## src/hdl/smp_pkg.sv

```systemverilog
`timescale 1ns / 1ps
// ---------------------------------------------------------------------------
// smp_pkg
// Shared types and constants of the splitter-based multiway partition engine.
// ---------------------------------------------------------------------------
package smp_pkg;

   localparam int MAX_SPLITTERS = 1024;
   localparam int IDX_W         = $clog2(MAX_SPLITTERS);
   localparam int NUM_W         = IDX_W + 1;
   localparam int VAL_W         = 64;
   localparam int CNT_W         = 25;
   localparam int MODE_W        = 3;
   localparam int DEPTH_W       = 1;

   localparam logic [CNT_W-1:0] MAX_ITEMS = CNT_W'(16777216);

   localparam logic [MODE_W-1:0] MODE_LOAD    = 3'd0;
   localparam logic [MODE_W-1:0] MODE_COUNT   = 3'd1;
   localparam logic [MODE_W-1:0] MODE_PREFIX  = 3'd2;
   localparam logic [MODE_W-1:0] MODE_SCATTER = 3'd3;
   localparam logic [MODE_W-1:0] MODE_READ    = 3'd4;
   localparam logic [MODE_W-1:0] MODE_CLEAR   = 3'd5;

   typedef enum logic [2:0] {
      OP_LOAD,
      OP_COUNT,
      OP_PREFIX,
      OP_SCATTER,
      OP_READ,
      OP_CLEAR,
      OP_NONE
   } op_type;

   typedef struct packed {
      op_type                    op;
      logic signed [VAL_W-1:0]   value;
      logic [IDX_W-1:0]          index;
   } cmd_type;

   typedef enum logic [3:0] {
      ST_IDLE,
      ST_CLEAR,
      ST_SRCH,
      ST_CMP,
      ST_UPD_RD,
      ST_UPD_WR,
      ST_PRE_RD,
      ST_PRE_WR,
      ST_START_RD,
      ST_START_OUT
   } state_type;

endpackage

```

## src/hdl/smp_front.sv

```systemverilog
`timescale 1ns / 1ps
// ---------------------------------------------------------------------------
// smp_front
// Accepts commands, decodes the mode and queues them for the back end.
// ---------------------------------------------------------------------------
module smp_front (
   input  logic                                  clock,
   input  logic                                  reset,
   input  logic                                  start,
   input  logic                                  hold,
   input  logic [smp_pkg::MODE_W-1:0]            req_mode,
   input  logic signed [smp_pkg::VAL_W-1:0]      req_value,
   input  logic [smp_pkg::IDX_W-1:0]             req_index,
   output logic                                  busy,
   output logic                                  cmd_valid,
   output smp_pkg::cmd_type                      cmd,
   input  logic                                  cmd_pop
);
   import smp_pkg::*;

   localparam int DEPTH = 2**DEPTH_W;

   cmd_type              q_ff [DEPTH];
   logic [DEPTH_W-1:0]   wr_ptr_ff, wr_ptr_in, rd_ptr_ff, rd_ptr_in;
   logic [DEPTH_W:0]     fill_ff, fill_in;
   logic                 push;
   cmd_type              dec;

   always_comb begin
      unique case (req_mode)
         MODE_LOAD:    dec.op = OP_LOAD;
         MODE_COUNT:   dec.op = OP_COUNT;
         MODE_PREFIX:  dec.op = OP_PREFIX;
         MODE_SCATTER: dec.op = OP_SCATTER;
         MODE_READ:    dec.op = OP_READ;
         MODE_CLEAR:   dec.op = OP_CLEAR;
         default:      dec.op = OP_NONE;
      endcase
      dec.value = req_value;
      dec.index = req_index;
   end

   assign busy      = hold || (fill_ff == (DEPTH_W+1)'(DEPTH));
   assign push      = start && !busy;
   assign cmd_valid = (fill_ff != '0);
   assign cmd       = q_ff[rd_ptr_ff];

   always_comb begin
      wr_ptr_in = push ? wr_ptr_ff + 1'b1 : wr_ptr_ff;
      rd_ptr_in = cmd_pop ? rd_ptr_ff + 1'b1 : rd_ptr_ff;
      fill_in   = fill_ff + (DEPTH_W+1)'(push) - (DEPTH_W+1)'(cmd_pop);
   end

   always_ff @(posedge clock) begin
      if (reset) begin
         wr_ptr_ff <= '0;
         rd_ptr_ff <= '0;
         fill_ff   <= '0;
      end else begin
         wr_ptr_ff <= wr_ptr_in;
         rd_ptr_ff <= rd_ptr_in;
         fill_ff   <= fill_in;
      end
   end

   always_ff @(posedge clock) begin
      if (push) begin
         q_ff[wr_ptr_ff] <= dec;
      end
   end

endmodule

```

## config.mk

```make
export PLATFORM = sky130hd
export DESIGN_NAME = smp_front
export DESIGN_NICKNAME = d
export VERILOG_FILES = /design/src/hdl/smp_pkg.sv /design/src/hdl/smp_front.sv
export SDC_FILE = /design/constraint.sdc
export NUM_CORES = 1
export LEC_CHECK = 0
export ABC_CLOCK_PERIOD_IN_PS = 12600
export BUFFER_PORTS_ARGS = -buffer_cell sky130_fd_sc_hd__buf_2
export CAP_MARGIN = 20
export CORE_ASPECT_RATIO = 0.5
export CORE_MARGIN = 3
export CORE_UTILIZATION = 48
export DETAILED_ROUTE_END_ITERATION = 10
export PLACE_DENSITY = 0.74
export SKIP_LAST_GASP = 1
export SLEW_MARGIN = 0
export SYNTH_ARGS = -nofsm -noshare
export SYNTH_HDL_FRONTEND = slang
export SYNTH_SLANG_ARGS = --single-unit
```

## constraint.sdc

```tcl
create_clock -name clock -period 12.6 [get_ports clock]
set_input_delay 1.89 -clock clock [delete_from_list [all_inputs] [get_ports clock]]
set_output_delay 1.89 -clock clock [all_outputs]
set_load 0.005 [all_outputs]
```

# Yosys cells after proc, flatten, opt, wreduce, memory -nomap -nowiden
# Memories as Yosys holds them, arrays and structs flattened. A register that Yosys moved wholly into a read port is not among the register bits.
# Index checks and enable logic that the tools add are counted.
# op_classes
muxes	5
n_reduce_logical	5
addsub	4
eq_ne	6
# op_table
op	n
$pmux 3 s6	1
$eq 3x2->1 const B	2
$eq 3x3->1 const B	2
$mux 1	4
$eq 3x1->1 const B	1
$logic_not 3->1	1
$add 1x1->1 const B	2
$add 2x1->2	1
$eq 2x2->1 const B	1
$reduce_bool 2->1	1
$sub 2x1->2	1
$logic_and 1x1->1	1
$logic_not 1->1	1
$logic_or 1x1->1	1
# totals
register_bits	4
n_memories	1
ramBits	154
word_cells	24
out_inout_bits	79
# memory_table
memory	depth	word_bits	rd	rd_ports_with_merged_regs	write_ports	line_no	text
q_ff	2	77	1	1	1	smp_front.sv:23	cmd_type q_ff [DEPTH];

# Longest topological paths before layout
# Gate-level depths: netlist (run 1).
# depth
ltp_word	6
mapped_depth	8

# Worst setup path before layout (run 1)
# Ideal clock, no wire load.
# synth_timing
kind	input to register
start	input port hold
end	memory q_ff[0][0] in the netlist's numbering (enable)
stages	2
arrival_time_ns	5.335
setup_slack_ns	6.752
n_path_buf	0
setup_ns	0.513
path_cell_list	nand3b_1 -> nor2_1
# synth_via
elab_chain_cells	5
# synth_rtl
element	line_no	text
start: declaration	smp_front.sv:10	input logic hold,
$logic_or 1x1->1	smp_front.sv:43	assign busy = hold || (fill_ff == (DEPTH_W+1)'(DEPTH));
$logic_not 1->1	smp_front.sv:44	assign push = start && !busy;
$logic_and 1x1->1	smp_front.sv:44	
$mux 1	smp_front.sv:67	if (push) begin
$mux 1 (implied by the code)	smp_front.sv:68	q_ff[wr_ptr_ff] <= dec;
end: declaration	smp_front.sv:23	
# No other way between the ends.

==> impl_metrics.env, run 1 <==
export IMPL_fp_dieW_microns=163
export IMPL_synthMuxAreaShare=0.167
export IMPL_r2r_start="fill_ff[0]"
export IMPL_drt_total_wl_microns=10300
export IMPL_crit_path_top_delay_cell="buf_4"
export IMPL_rsz0062_at_grt="no"
export IMPL_grt_pass1_vias=3156
export IMPL_synth_top_family_by_area="multiplexers"
export IMPL_crit_path_end_kind="output pin"
export IMPL_synth_seq_cells=159
export IMPL_cp_slowest_stage_delay_ns=0.81
export IMPL_synthesis_area_sq_mm=0.00594
export IMPL_wl_per_cell_microns=16.6
export IMPL_core_area_sq_mm=0.0119
export IMPL_initial_core_util=0.497
export IMPL_drc=0
export IMPL_netlist_area_leader_share=0.779
export IMPL_die_area_sq_mm=0.0138
export IMPL_arrival_ns=2.24
export IMPL_synth_avg_cell_area_sq_um=22.1
export IMPL_synth_simple_gate_area_frac=0.00991
export IMPL_path_clk_slew_ns=0.06
export IMPL_grt_overflow=0
export IMPL_cts_tree="built"
export IMPL_timing_fmax_mhz=242
export IMPL_path_max_fanout=69
export IMPL_cp_data_required_time_ns=10.71
export IMPL_p_per_area_mw_per_mm2=164
export IMPL_n_fill_cell=872
export IMPL_clkSinkCount=159
export IMPL_hp_start="rd_ptr_ff"
export IMPL_synthTopCellsByArea="edfxtp_1 (78%), mux2_2 (9.1%), mux2_4 (7.6%), dfxtp_1 (1.7%), buf_8 (0.76%)"
export IMPL_rows=28
export IMPL_yosys_warnings=0
export IMPL_yosysSeqAreaShare=0.796
export IMPL_cts_root_buf="clkbuf_16"
export IMPL_antenna_found_initial=0
export IMPL_cts_buffer_depth=2
export IMPL_track_usage=0.153
export IMPL_fin_setup_tns_ns=0
export IMPL_place_hpwl_microns=6720
export IMPL_post_cts_setup_buffer_count=0
export IMPL_drv_cap=0
export IMPL_final_seq_area_sq_mm=0.00473
export IMPL_numCtsBuffers=17
export IMPL_fin_skew_ns=0.00925
export IMPL_port_buffers=160
export IMPL_first_pass_iters=4
export IMPL_die_h_microns=84.6
export IMPL_ir_worst_vdd_uv=83.2
export IMPL_ant_nets=0
export IMPL_ios=161
export IMPL_nets=525
export IMPL_power_total_mw=1.23
export IMPL_grt_pass1_wl_microns=15900
export IMPL_fin_area_sq_mm=0.00748
export IMPL_h_tree_depth=4
export IMPL_path_class="register to output pin"
export IMPL_yosys_area_share_xor_xnor=0.00443
export IMPL_cp_cell_sequence="buf_4 > mux2_2 > buf_2"
export IMPL_layout_setup_ws_ns=8.47
export IMPL_ctsHoldBuffers=0
export IMPL_crit_family="buffers and inverters"
export IMPL_postSynthCellCount=268
export IMPL_min_path_type="register to register"
export IMPL_leakage_nw=2.84
export IMPL_drive_gt1_frac=0.605
export IMPL_synth_nets=352
export IMPL_n_antenna_cell=0
export IMPL_holdWs_ns=0.536
export IMPL_clk_latency_ns=0.40
export IMPL_synth_compound_area_share=0.00126
export IMPL_timing_final_crit_share=0.328
export IMPL_vias=2941
export IMPL_multi_input_area_sq_mm=0.00112
export IMPL_synthAdderAreaFrac=0.00422
export IMPL_relSlewSlack=0.292
export IMPL_via_per_inst=4.76
export IMPL_outcome="completed"
export IMPL_crit_buf_inv=2
export IMPL_hold_viol=0
export IMPL_area_delta_synth_final_pct=26.1
export IMPL_synth_distinct_cells=18
export IMPL_grt_max_degree=70
export IMPL_setup_viol_count_final=0
export IMPL_synth_top_area_cell="edfxtp_1"
export IMPL_worst_pin_slew_ns=1.06
export IMPL_startpoint_type="register"
export IMPL_drv_slew=0
export IMPL_dpl_instance_area_sq_mm=0.00689
export IMPL_drtIter0Drc=172
export IMPL_cts_resized=0
export IMPL_period_minus_slack_ns=4.13
export IMPL_pre_cts_ws_ns=8.28
export IMPL_place_congestion=0.687
## path summary, 6_finish.rpt
kind / endpoint / slack (ns) / cells after the start
min reg2reg: rd_ptr_ff / 0.54 / 2
min: rd_ptr_ff / 0.54 / 2
max: cmd[4] / 8.47 / 3
max reg2reg: q_ff[0][51] / 10.63 / 4
## sequential cells by signal, summed over array words and instances, names as in the netlist, named ones only
name       count
q_ff         154
fill_ff        2
rd_ptr_ff      1
wr_ptr_ff      1
## worst reg2reg max path, delay by kind of cell (launching register included)
family,cells,cell delay (ns)
buffers and inverters,1,0.54
and+or+nand+nor,3,0.72
DFF,1,0.34
## kinds of logic after synthesis
group / Yosys count
muxes: 78
buffers and inverters: 13
and+or+nand+nor: 12
adders and majority gates: 2
DFF: 159
AOI/OAI and AO/OA: 1
xor gates and xnor gates: 3
## power breakdown
group          internal (mW)  switching, mW  total (mW)
Sequential             0.614        0.00850       0.623
Clock                  0.288          0.189       0.477
Combinational         0.0680         0.0585       0.126
Total                  0.970          0.256        1.23
## layout make-up
cell class,instances,area share
inverters,2,0.00100
clock inverters,12,0.0162
multi-input cells,96,0.150
well taps,165,0.0276
repair buffers,165,0.115
flip-flops and latches,159,0.632
clock buffers,19,0.0578
## metrics by stage
step	instances	util
5_1_grt	618	0.626
3_5_place_dp	585	0.577
6_report	618	0.626
4_1_cts	616	0.623
2_1_floorplan	268	-
3_3_place_gp	585	0.577
## synth_stat cells
cell      count
clkbuf_1      2
xor2_1        1
xnor2_1       2
nand3b_1      1
buf_6         2
nand2b_1      2
nor2_1        7
nor2b_1       1
mux2_4       30
mux2_2       48
buf_2         4
dfxtp_1       5
or2_2         1
edfxtp_1    154
inv_1         2
ha_1          2
buf_8         3
a21boi_0      1
## per-layer routing
| layer | up-vias | GRT usage | wire length (microns) |
|---|---|---|---|
| met3 | 6 | 0.0439 | 436 |
| met4 | 0 | 0.0491 | 65 |
| met1 | 1470 | 0.176 | 4010 |
| met5 | - | 0 | 0 |
| met2 | 66 | 0.279 | 5740 |
| li1 | 1399 | - | - |
## placed cells by master (no fill, tap or decap), drive strengths merged
| cell type | count |
|---|---|
| a21boi | 1 |
| nor2 | 7 |
| clkbuf | 19 |
| mux2 | 78 |
| clkinvlp | 4 |
| dfxtp | 5 |
| buf | 165 |
| nand3b | 1 |
| inv | 2 |
| xnor2 | 2 |
| ha | 2 |
| bufinv | 2 |
| clkinv | 6 |
| xor2 | 1 |
| or2 | 1 |
| nor2b | 1 |
| nand2b | 2 |
| edfxtp | 154 |
Note: power is estimated with default switching activity, not from simulation.
==> run 2: changes to the inputs <==
--- a/config.mk
+++ b/config.mk
@@ -5,14 +5,14 @@
 export SDC_FILE = /design/constraint.sdc
 export NUM_CORES = 1
 export LEC_CHECK = 0
-export ABC_CLOCK_PERIOD_IN_PS = 12600
+export ABC_CLOCK_PERIOD_IN_PS = 3300
 export BUFFER_PORTS_ARGS = -buffer_cell sky130_fd_sc_hd__buf_2
 export CAP_MARGIN = 20
 export CORE_ASPECT_RATIO = 0.5
 export CORE_MARGIN = 3
-export CORE_UTILIZATION = 48
+export CORE_UTILIZATION = 47
 export DETAILED_ROUTE_END_ITERATION = 10
-export PLACE_DENSITY = 0.74
+export PLACE_DENSITY = 0.76
 export SKIP_LAST_GASP = 1
 export SLEW_MARGIN = 0
 export SYNTH_ARGS = -nofsm -noshare
==> constraint.sdc (replaced) <==
create_clock -name clock -period 3.3 [get_ports clock]
set_input_delay 0.495 -clock clock [delete_from_list [all_inputs] [get_ports clock]]
set_output_delay 0.495 -clock clock [all_outputs]
set_load 0.005 [all_outputs]
==> run 2 against run 1 <==
Effect of this change:
- clock power grew to 4.1 times the previous value
- critical endpoint is now cmd[76]
- non-clock buffer count is 2 lower
- clock skew decreased by 0.0021 ns
- routed wire length rose by 3.0%
- core utilization shrank 0.33 points
- total power rose to 3.9 times the previous value
==> impl_metrics.env, run 2 (same netlist as run 1, synthesis figures left out) <==
export IMPL_ant_nets=0
export IMPL_setup_viol_count_final=0
export IMPL_ctsHoldBuffers=0
export IMPL_crit_path_end_kind="output pin"
export IMPL_p_per_area_mw_per_mm2=642
export IMPL_die_h_microns=85.5
export IMPL_vias=3011
export IMPL_drt_total_wl_microns=10600
export IMPL_r2r_setup_slack_ns=1.50
export IMPL_drc=0
export IMPL_grt_overflow=0
export IMPL_wl_per_cell_microns=17.1
export IMPL_worst_pin_slew_ns=0.471
export IMPL_ir_worst_vdd_uv=426
export IMPL_initial_core_util=0.491
export IMPL_clk_latency_ns=0.40
export IMPL_rsz0062_at_grt="no"
export IMPL_area_delta_synth_final_pct=26.9
export IMPL_place_congestion=0.724
export IMPL_numCtsBuffers=17
export IMPL_rows=28
export IMPL_timing_final_crit_share=0.746
export IMPL_cts_tree="built"
export IMPL_drive_gt1_frac=0.600
export IMPL_grt_max_degree=78
export IMPL_ios=161
export IMPL_core_area_sq_mm=0.0121
export IMPL_worstRegToRegCells=8
export IMPL_drv_cap=0
export IMPL_place_hpwl_microns=6860
export IMPL_layout_common_cells="buf_2 (160), edfxtp_1 (154), mux2_2 (48)"
export IMPL_period_minus_slack_ns=2.46
export IMPL_min_path_type="input port to register"
export IMPL_antenna_found_initial=0
export IMPL_path_clk_slew_ns=0.06
export IMPL_timing_fmax_mhz=406
export IMPL_drv_slew=0
export IMPL_cts_root_buf="clkbuf_16"
export IMPL_die_area_sq_mm=0.0141
export IMPL_final_common_cell="buf_2"
export IMPL_cp_data_required_time_ns=2.80
export IMPL_post_cts_setup_buffer_count=0
export IMPL_outcome="completed"
export IMPL_track_usage=0.153
export IMPL_drtIter0Drc=164
export IMPL_path_class="register to output pin"
export IMPL_port_buffers=160
export IMPL_h_tree_depth=4
export IMPL_r2r_start="fill_ff[0]"
export IMPL_grt_pass1_wl_microns=16100
export IMPL_arrival_ns=1.97
export IMPL_fp_dieW_microns=165
export IMPL_hp_start="req_value[8]"
export IMPL_grt_pass1_vias=3207
export IMPL_n_antenna_cell=0
export IMPL_timing_rr_end="fill_ff[1]"
export IMPL_regMostFlops="q_ff"
export IMPL_hold_viol=0
export IMPL_holdPathEnd="q_ff[1][18]"
export IMPL_startpoint_type="register"
export IMPL_fin_setup_tns_ns=0
export IMPL_relSlewSlack=0.686
export IMPL_holdWs_ns=0.278
export IMPL_largest_register_ffs=154
export IMPL_leakage_nw=2.86
export IMPL_cts_resized=0
export IMPL_path_max_fanout=48
export IMPL_nets=523
export IMPL_clkSinkCount=159
export IMPL_first_pass_iters=6
export IMPL_cts_buffer_depth=2
export IMPL_via_per_inst=4.88
export IMPL_fin_skew_ns=0.00713
export IMPL_hold_depth=1
export IMPL_largestRegisters="q_ff (154), fill_ff (2)"
export IMPL_n_fill_cell=909
run 2: cell types whose count changed in the layout (fill, tap and decap cells not counted):
cell        delta
buf_4          -3
bufinv_16      +2
clkinv_2       -2
buf_12         +1
clkbuf_1       +1
clkinv_1       +1
clkinvlp_4     -1
run 2: where the power goes:
group / switching (mW) / internal (mW)
combinational: 0.213 / 0.257
sequential: 0.0466 / 2.35
clock: 0.715 / 1.26
run 2: stage by stage:
| stage | instances | util | setup WS (ns) | cell area, sq um | power, mW |
|---|---|---|---|---|---|
| 2_1_floorplan | 268 | - | -1.15 | 5940 | 2.71 |
| 3_3_place_gp | 585 | 0.573 | 1.28 | 6930 | 2.90 |
| 3_5_place_dp | 585 | 0.573 | 1.24 | 6930 | 2.92 |
| 4_1_cts | 617 | 0.623 | 0.797 | 7530 | 4.90 |
| 5_1_grt | 617 | 0.623 | 0.724 | 7530 | 5.03 |
| 6_report | 617 | 0.623 | 0.839 | 7530 | 4.84 |
run 2: per-layer routing:
layer | routed length, microns | vias to the layer above | track usage
met3 | 538 | 19 | 0.0492
met4 | 206 | 0 | 0.0609
met5 | 0 | - | 0
met1 | 4080 | 1514 | 0.168
li1 | - | 1399 | -
met2 | 5740 | 79 | 0.276
run 2: critical path, stage by stage, from the launching register on:
cell and delay [ns]:
dfxtp_4 0.65, buf_12 0.38, mux2_2 0.38, buf_2 0.13
run 2: layout make-up:
class	instances	area [sq um]	area share
flip-flops and latches	159	4730	0.628
clock buffers	20	437	0.0580
repair buffers	163	861	0.114
clock inverters	12	168	0.0223
multi-input cells	96	1120	0.149
inverters	2	7.51	0.000997
well taps	165	206	0.0274
run 2: how the worst max path moves through the flow:
stage	slack, ns	to	cells past startpoint
6_report	0.84	cmd[76]	3
5_1_grt	0.72	cmd[6]	3
4_1_cts	0.80	cmd[6]	3
3_5_place_dp	1.24	cmd[6]	3
3_3_place_gp	1.28	cmd[3]	3
2_1_floorplan	-1.15	q_ff[0][0]	2
